===== src/hw/rtl/ppfla_pkg.sv =====
// shared types and constants for the per-pool free list allocator
package ppfla_pkg;

    localparam int NUM_POOLS      = 4;
    localparam int SLOTS_PER_POOL = 64;

    localparam int POOL_FIELD_W = 2;
    localparam int SLOT_FIELD_W = 6;

    localparam int POOL_IDX_W = (NUM_POOLS > 1) ? $clog2(NUM_POOLS) : 1;
    localparam int HEAD_W     = $clog2(SLOTS_PER_POOL + 1);
    localparam int LINK_DEPTH = NUM_POOLS * SLOTS_PER_POOL;
    localparam int LINK_ADDR_W = $clog2(LINK_DEPTH);

    typedef enum logic [0:0] {
        CMD_ALLOC = 1'b0,
        CMD_FREE  = 1'b1
    } cmd_e;

    typedef enum logic [0:0] {
        STATUS_GRANTED = 1'b0,
        STATUS_EMPTY   = 1'b1
    } status_e;

    typedef struct packed {
        cmd_e                     command;
        logic [POOL_FIELD_W-1:0]  pool_id;
        logic [SLOT_FIELD_W-1:0]  slot_index;
    } in_item_t;

    typedef struct packed {
        status_e                  status;
        logic [SLOT_FIELD_W-1:0]  granted_slot;
    } out_item_t;

    // controller to datapath
    typedef struct packed {
        logic accept_alloc;
        logic accept_free;
        logic finish_alloc;
    } dp_cmd_t;

    // datapath to controller
    typedef struct packed {
        logic out_full;
    } dp_status_t;

endpackage


===== src/hw/rtl/ppfla_ram.sv =====
// generic single-port-write, single-port-read ram with registered read
module ppfla_ram #(
    parameter int WIDTH = 8,
    parameter int DEPTH = 16
) (
    input  logic                     clk,
    input  logic                     we,
    input  logic [$clog2(DEPTH)-1:0] waddr,
    input  logic [WIDTH-1:0]         wdata,
    input  logic                     re,
    input  logic [$clog2(DEPTH)-1:0] raddr,
    output logic [WIDTH-1:0]         rdata
);

    logic [WIDTH-1:0] mem [DEPTH];
    logic [WIDTH-1:0] rdata_reg;

    always_ff @(posedge clk)
    begin
        if (we)
        begin
            mem[waddr] <= wdata;
        end
        if (re)
        begin
            rdata_reg <= mem[raddr];
        end
    end

    assign rdata = rdata_reg;

endmodule


===== src/hw/rtl/ppfla_ctrl.sv =====
// controller state machine: sequences free and allocate transfers
module ppfla_ctrl (
    input  logic                  clk,
    input  logic                  rst_n,
    input  logic                  in_valid,
    output logic                  in_ready,
    input  ppfla_pkg::cmd_e       command,
    input  logic                  out_ready,
    input  ppfla_pkg::dp_status_t sts,
    output ppfla_pkg::dp_cmd_t    cmd
);
    import ppfla_pkg::*;

    typedef enum logic [0:0] {
        S_IDLE,
        S_LINK
    } state_t;

    state_t state_reg;
    state_t state_next;

    always_comb
    begin
        in_ready         = (state_reg == S_IDLE);
        cmd.accept_alloc = in_valid && in_ready && (command == CMD_ALLOC);
        cmd.accept_free  = in_valid && in_ready && (command == CMD_FREE);
        // link data is ready; hand result over once the output register frees up
        cmd.finish_alloc = (state_reg == S_LINK) && (!sts.out_full || out_ready);
        state_next       = state_reg;
        case (state_reg)
            S_IDLE:
            begin
                if (cmd.accept_alloc)
                begin
                    state_next = S_LINK;
                end
            end
            S_LINK:
            begin
                if (cmd.finish_alloc)
                begin
                    state_next = S_IDLE;
                end
            end
            default:
            begin
                state_next = S_IDLE;
            end
        endcase
    end

    always_ff @(posedge clk or negedge rst_n)
    begin
        if (!rst_n)
        begin
            state_reg <= S_IDLE;
        end
        else
        begin
            state_reg <= state_next;
        end
    end

endmodule


===== src/hw/rtl/ppfla_dp.sv =====
// datapath: pool heads, link memory with valid bits, output register
module ppfla_dp (
    input  logic                  clk,
    input  logic                  rst_n,
    input  ppfla_pkg::in_item_t   in_data,
    input  logic                  out_ready,
    output logic                  out_valid,
    output ppfla_pkg::out_item_t  out_data,
    input  ppfla_pkg::dp_cmd_t    cmd,
    output ppfla_pkg::dp_status_t sts
);
    import ppfla_pkg::*;

    logic [HEAD_W-1:0]      head_reg [NUM_POOLS];
    logic [LINK_DEPTH-1:0]  link_valid_reg;
    logic                   out_valid_reg;
    out_item_t              out_data_reg;

    // alloc context held across the link read
    logic [POOL_IDX_W-1:0]  pool_q;
    logic                   hit_q;
    logic [HEAD_W-1:0]      head_q;
    logic                   valid_q;
    logic [HEAD_W-1:0]      dflt_q;

    logic [POOL_IDX_W-1:0]  pool_idx;
    logic                   pool_ok;
    logic                   slot_ok;
    logic [HEAD_W-1:0]      head_cur;
    logic                   hit;
    logic [LINK_ADDR_W-1:0] pool_base;
    logic [LINK_ADDR_W-1:0] rd_addr;
    logic [LINK_ADDR_W-1:0] wr_addr;
    logic                   push;
    logic                   rd_en;
    logic [HEAD_W-1:0]      link_rdata;
    logic [HEAD_W-1:0]      link_val;

    always_comb
    begin
        pool_idx  = POOL_IDX_W'(in_data.pool_id);
        pool_ok   = (32'(in_data.pool_id) < NUM_POOLS);
        slot_ok   = (32'(in_data.slot_index) < SLOTS_PER_POOL);
        head_cur  = head_reg[pool_idx];
        hit       = pool_ok && (32'(head_cur) < SLOTS_PER_POOL);
        pool_base = LINK_ADDR_W'(LINK_ADDR_W'(pool_idx) * LINK_ADDR_W'(SLOTS_PER_POOL));
        rd_addr   = pool_base + LINK_ADDR_W'(head_cur);
        wr_addr   = pool_base + LINK_ADDR_W'(in_data.slot_index);
        push      = cmd.accept_free && pool_ok && slot_ok;
        rd_en     = cmd.accept_alloc && hit;
        // a link never written since reset reads as its default, slot plus one
        link_val  = valid_q ? link_rdata : dflt_q;
    end

    ppfla_ram #(
        .WIDTH (HEAD_W),
        .DEPTH (LINK_DEPTH)
    ) u_link_ram (
        .clk   (clk),
        .we    (push),
        .waddr (wr_addr),
        .wdata (head_cur),
        .re    (rd_en),
        .raddr (rd_addr),
        .rdata (link_rdata)
    );

    always_ff @(posedge clk or negedge rst_n)
    begin
        if (!rst_n)
        begin
            for (int p = 0; p < NUM_POOLS; p++)
            begin
                head_reg[p] <= '0;
            end
            link_valid_reg <= '0;
            out_valid_reg  <= 1'b0;
        end
        else
        begin
            if (push)
            begin
                head_reg[pool_idx]      <= HEAD_W'(in_data.slot_index);
                link_valid_reg[wr_addr] <= 1'b1;
            end
            else if (cmd.finish_alloc && hit_q)
            begin
                head_reg[pool_q] <= link_val;
            end
            if (cmd.finish_alloc)
            begin
                out_valid_reg <= 1'b1;
            end
            else if (out_ready)
            begin
                out_valid_reg <= 1'b0;
            end
        end
    end

    always_ff @(posedge clk)
    begin
        if (cmd.accept_alloc)
        begin
            pool_q  <= pool_idx;
            hit_q   <= hit;
            head_q  <= head_cur;
            valid_q <= link_valid_reg[rd_addr];
            dflt_q  <= HEAD_W'(head_cur + 1'b1);
        end
        if (cmd.finish_alloc)
        begin
            if (hit_q)
            begin
                out_data_reg.status       <= STATUS_GRANTED;
                out_data_reg.granted_slot <= head_q[SLOT_FIELD_W-1:0];
            end
            else
            begin
                out_data_reg.status       <= STATUS_EMPTY;
                out_data_reg.granted_slot <= '0;
            end
        end
    end

    assign out_valid    = out_valid_reg;
    assign out_data     = out_data_reg;
    assign sts.out_full = out_valid_reg;

endmodule


===== src/hw/rtl/per_pool_free_list_allocator_core.sv =====
// Per-pool free list allocator: each pool keeps a head register and a linked
// list of free slots in one shared link memory. A free transfer writes the
// slot's link with the pool head and moves the head to the slot; it gives no
// result. An allocate transfer first lets the head register select the
// address for the link memory, and its registered read returns the next head;
// the result (granted slot, or the empty status with slot zero) is then
// loaded into the output register. An allocate waits in its link state while
// an earlier result is still held. The link memory needs no clearing pass after
// reset: a valid bit per link marks entries written since reset, and others
// read as slot plus one.
module per_pool_free_list_allocator_core (
    input  logic                 clk,
    input  logic                 rst_n,
    input  logic                 in_valid,
    output logic                 in_ready,
    input  ppfla_pkg::in_item_t  in_data,
    output logic                 out_valid,
    input  logic                 out_ready,
    output ppfla_pkg::out_item_t out_data
);
    import ppfla_pkg::*;

    dp_cmd_t    cmd;
    dp_status_t sts;

    ppfla_ctrl u_ctrl (
        .clk       (clk),
        .rst_n     (rst_n),
        .in_valid  (in_valid),
        .in_ready  (in_ready),
        .command   (in_data.command),
        .out_ready (out_ready),
        .sts       (sts),
        .cmd       (cmd)
    );

    ppfla_dp u_dp (
        .clk       (clk),
        .rst_n     (rst_n),
        .in_data   (in_data),
        .out_ready (out_ready),
        .out_valid (out_valid),
        .out_data  (out_data),
        .cmd       (cmd),
        .sts       (sts)
    );

endmodule


===== config.mk =====
export PLATFORM = sky130hd
export DESIGN_NAME = per_pool_free_list_allocator_core
export DESIGN_NICKNAME = d
export VERILOG_FILES = /design/src/hw/rtl/ppfla_pkg.sv /design/src/hw/rtl/ppfla_ram.sv /design/src/hw/rtl/ppfla_ctrl.sv /design/src/hw/rtl/ppfla_dp.sv /design/src/hw/rtl/per_pool_free_list_allocator_core.sv
export SDC_FILE = /design/constraint.sdc
export NUM_CORES = 2
export LEC_CHECK = 0
export BUFFER_PORTS_ARGS = -buffer_cell sky130_fd_sc_hd__buf_2
export CAP_MARGIN = 0
export CELL_PAD_IN_SITES_DETAIL_PLACEMENT = 1
export CELL_PAD_IN_SITES_GLOBAL_PLACEMENT = 1
export CORE_MARGIN = 8
export CORE_UTILIZATION = 25
export DETAILED_ROUTE_END_ITERATION = 10
export PLACE_DENSITY = 0.45
export SLEW_MARGIN = 15
export SYNTH_ARGS = -nofsm -noshare
export SYNTH_HDL_FRONTEND = slang
export SYNTH_SLANG_ARGS = --single-unit
export TNS_END_PERCENT = 10

===== constraint.sdc =====
create_clock -name clk -period 9 [get_ports clk]
set_input_delay 1.35 -clock clk [delete_from_list [all_inputs] [get_ports clk]]
set_output_delay 1.35 -clock clk [all_outputs]
set_load 0.03 [all_outputs]

==> flow_metrics.tcl <==
set metrics [dict create \
    routed_wl_um 305000 \
    fp.dieH_um 598 \
    r2r_end "u_dp.u_link_ram.rdata[3]$_DFFE_PP_" \
    setup_ws_ns 2.82 \
    synth_top_family_by_area "simple AND/OR/NAND/NOR gates" \
    first_global_vias 52800 \
    hold_class "in -> async" \
    synth_cells 5876 \
    antenna_left 0 \
    mappedNetlistNets 5891 \
    pre_cts_ws_ns 1.97 \
    seqCellArea_mm2 0.0619 \
    clock_path_buffers 4 \
    grt_start_max_net_pins 199 \
    synth_compound_area_frac 0.0768 \
    nets 5904 \
    yosysMostFrequentCell "edfxtp_1" \
    multi_input_area_mm2 0.0211 \
    netlist_top_cells_area "edfxtp_1 65%, dfrtp_1 8.4%, nand2_1 4.7%" \
    cts.sinks 2109 \
    gp_congestion 0.785 \
    dr_total_vias 51100 \
    finalWorstPathRequiredPeriod_ns 6.18 \
    synthArstFlopShare 0.136 \
    power_frac_comb 0.251 \
    finalHoldViolCount 0 \
    cts_inserted_buffers 236 \
    wl_per_cell_um 28.7 \
    cts_tree "done" \
    grt_pass1_wl_um 430000 \
    leakagePower_nw 33.2 \
    yosys.area_share.adder 0.000295 \
    synth_top_area_frac 0.646 \
    synth_edf_count 1823 \
    critical_path.max_fanout 128 \
    yosys.area.top_type "edfxtp_1" \
    clockRootBuffer "clkbuf_16" \
    ys.flop_type "edfxtp_1" \
    start_util 0.251 \
    crit_path_end_kind "flip-flop" \
    largest_reg_flops 1792 \
    cts.htree.levels 4 \
    synth-simple-area-share 0.122 \
    p_clk_frac 0.341 \
    fin_skew_ns 0.0655 \
    synthMuxAreaShare 0.0437 \
    critical_path_class "in -> reg" \
    area_growth_pct 15.6 \
    drtIter0Drc 4457 \
    r2r_slack_ns 3.56 \
    cts_hold_buf 0 \
    rows 213 \
    fin_setup_tns_ns 0 \
    crit_arrival_ns 6.81 \
    power_density_mw_per_mm2 289 \
    grt_overflow_total 0 \
    peakVddDrop_mv 0.160 \
    avgSynthCellArea_um2 14.4 \
    startpoint_type "primary input" \
    drcViolationCount 0 \
    p_int_w 0.0188 \
    synth_commonest_cells "1823 x edfxtp_1, 1054 x nand2_1, 313 x nor2_1" \
    worstPathRequired_ns 9.64 \
    finalCritPeriodShare 0.686 \
    fmaxAchievable_mhz 162 \
    grtUsageTotal 0.166 \
    fillers 35700 \
    ctsResizeCount 0 \
    relSlewSlack 0.120 \
    drive_gt1_frac 0.156 \
    ys.warnings.count 0 \
    post_cts_buffers 0 \
    rsz0062_at_grt "false" \
    synthesis.area_mm2 0.0847 \
    setup_viol 0 \
    synth.yosys.seq_area_share 0.731 \
    worst_pin_slew_ns 1.31 \
    slew_violations 0 \
    p_sw_w 0.00951 \
    die_area_mm2 0.358 \
    die_width_um 598 \
    hpwlAfterDp_um 185000 \
    swShare 0.336 \
    firstDrtPassIters 5 \
    r2r.worst_path.cells 11 \
    io_pins 22 \
    viasPerCell 4.82 \
    drv_cap 0 \
    synth_seq_cells 2109 \
    status "completed" \
    reg2reg_from "u_dp.head_reg[22]$_DFFE_PN0P_" \
    io_buffers 21 \
    core_mm2 0.337 \
    synthXorXnorAreaFrac 0.000724 \
    clock_latency_ns 0.91 \
    synth.distinct_cells 66 \
    pwr-share-seq 0.408 \
    clk_pin_slew_ns 0.06 \
    antenna_found_initial 23 \
]
power by group through the flow:
stage / sequential, W / clock, W / combinational [W]
floorplan: 0.0119 / 0 / 0.00384
global placement: 0.0118 / 0 / 0.00717
detailed placement: 0.0118 / 0 / 0.00725
CTS: 0.0116 / 0.00988 / 0.00726
global route: 0.0116 / 0.0102 / 0.00756
finish: 0.0116 / 0.00965 / 0.00711
critical path: stages:
cell and delay, ns:
buf_2 0.53, mux2i_1 0.20, mux2_8 0.54, inv_8 0.61
buf_12 0.47, nor2b_1 0.11, a211oi_1 0.24, a311oi_1 0.10
o41ai_1 0.98, nand4_1 0.51, a221oi_1 0.64, o31ai_1 0.14
per-layer routing:
metal  global-route usage  share of wire
met5                    0        0.00011
met4               0.0393          0.024
met3               0.0194          0.036
met2                0.273           0.47
met1                0.234           0.47
how the worst max path moves through the flow:
stage / start / to
after floorplan: in_data[7] / u_dp.u_link_ram.rdata[6]$_DFFE_PP_
after global placement: in_data[7] / u_dp.u_link_ram.rdata[5]$_DFFE_PP_
after detailed placement: in_data[7] / u_dp.u_link_ram.rdata[5]$_DFFE_PP_
after CTS: in_data[7] / u_dp.u_link_ram.rdata[5]$_DFFE_PP_
after global routing: in_data[7] / u_dp.u_link_ram.rdata[5]$_DFFE_PP_
final: in_data[7] / u_dp.u_link_ram.rdata[3]$_DFFE_PP_
placed cells by master, fill, tap and decap left out, types with 18 or more instances in the layout:
| cell type | Yosys | final |
|---|---|---|
| nor2_1 | 313 | 305 |
| a21oi_1 | 49 | 49 |
| and3_1 | 74 | 74 |
| nand3_1 | 185 | 181 |
| clkinv_1 | 0 | 38 |
| buf_12 | 0 | 26 |
| a31oi_1 | 71 | 71 |
| nand4_1 | 26 | 26 |
| clkbuf_1 | 176 | 54 |
| a22oi_1 | 42 | 42 |
| a211oi_1 | 235 | 235 |
| a221o_1 | 22 | 22 |
| clkbuf_16 | 0 | 238 |
| o21ai_0 | 29 | 28 |
| clkinv_2 | 0 | 54 |
| mux2_2 | 21 | 18 |
| edfxtp_1 | 1823 | 1823 |
| buf_2 | 107 | 23 |
| nand2_1 | 1054 | 1041 |
| buf_4 | 87 | 130 |
| or2_2 | 259 | 258 |
| o221ai_1 | 23 | 23 |
| nor2b_1 | 241 | 239 |
| a311oi_1 | 238 | 236 |
| o41ai_1 | 43 | 26 |
| clkbuf_8 | 0 | 28 |
| mux2i_1 | 173 | 173 |
| mux4_2 | 77 | 74 |
| dfrtp_1 | 286 | 286 |
cell type report:
| type | count | area share |
|---|---|---|
| multi-input combinational | 3351 | 0.215 |
| clock buffer | 320 | 0.0668 |
| sequential | 2109 | 0.632 |
| timing repair buffer | 180 | 0.0166 |
| clock inverter | 118 | 0.0108 |
| antenna | 3 | 0.0000767 |
| inverter | 11 | 0.000728 |
| tap | 4515 | 0.0577 |
stage by stage:
stage / hold slack (ns) / cells / area, um^2 / total power, W / utilization
5_1_grt: 0.429 / 10600 / 97900 / 0.0293 / 0.291
3_5_place_dp: 0.446 / 10200 / 90300 / 0.0190 / 0.268
6_report: 0.436 / 10600 / 97900 / 0.0283 / 0.291
4_1_cts: 0.419 / 10600 / 97900 / 0.0287 / 0.291
2_1_floorplan: 0.431 / 5876 / 84700 / 0.0158 / -
3_3_place_gp: 0.443 / 10200 / 90200 / 0.0189 / 0.268
cell families (layout without fill, tap and decap cells):
family,count (synthesis),after routing
xor gates and xnor gates,7,7
adders and majority gates,2,2
DFF,2109,2109
buffers and inverters,416,629
other,0,3
and+or+nand+nor,2232,2232
muxes,271,271
AOI/OAI and AO/OA,839,839
Note: power is estimated with default switching activity, not from simulation.
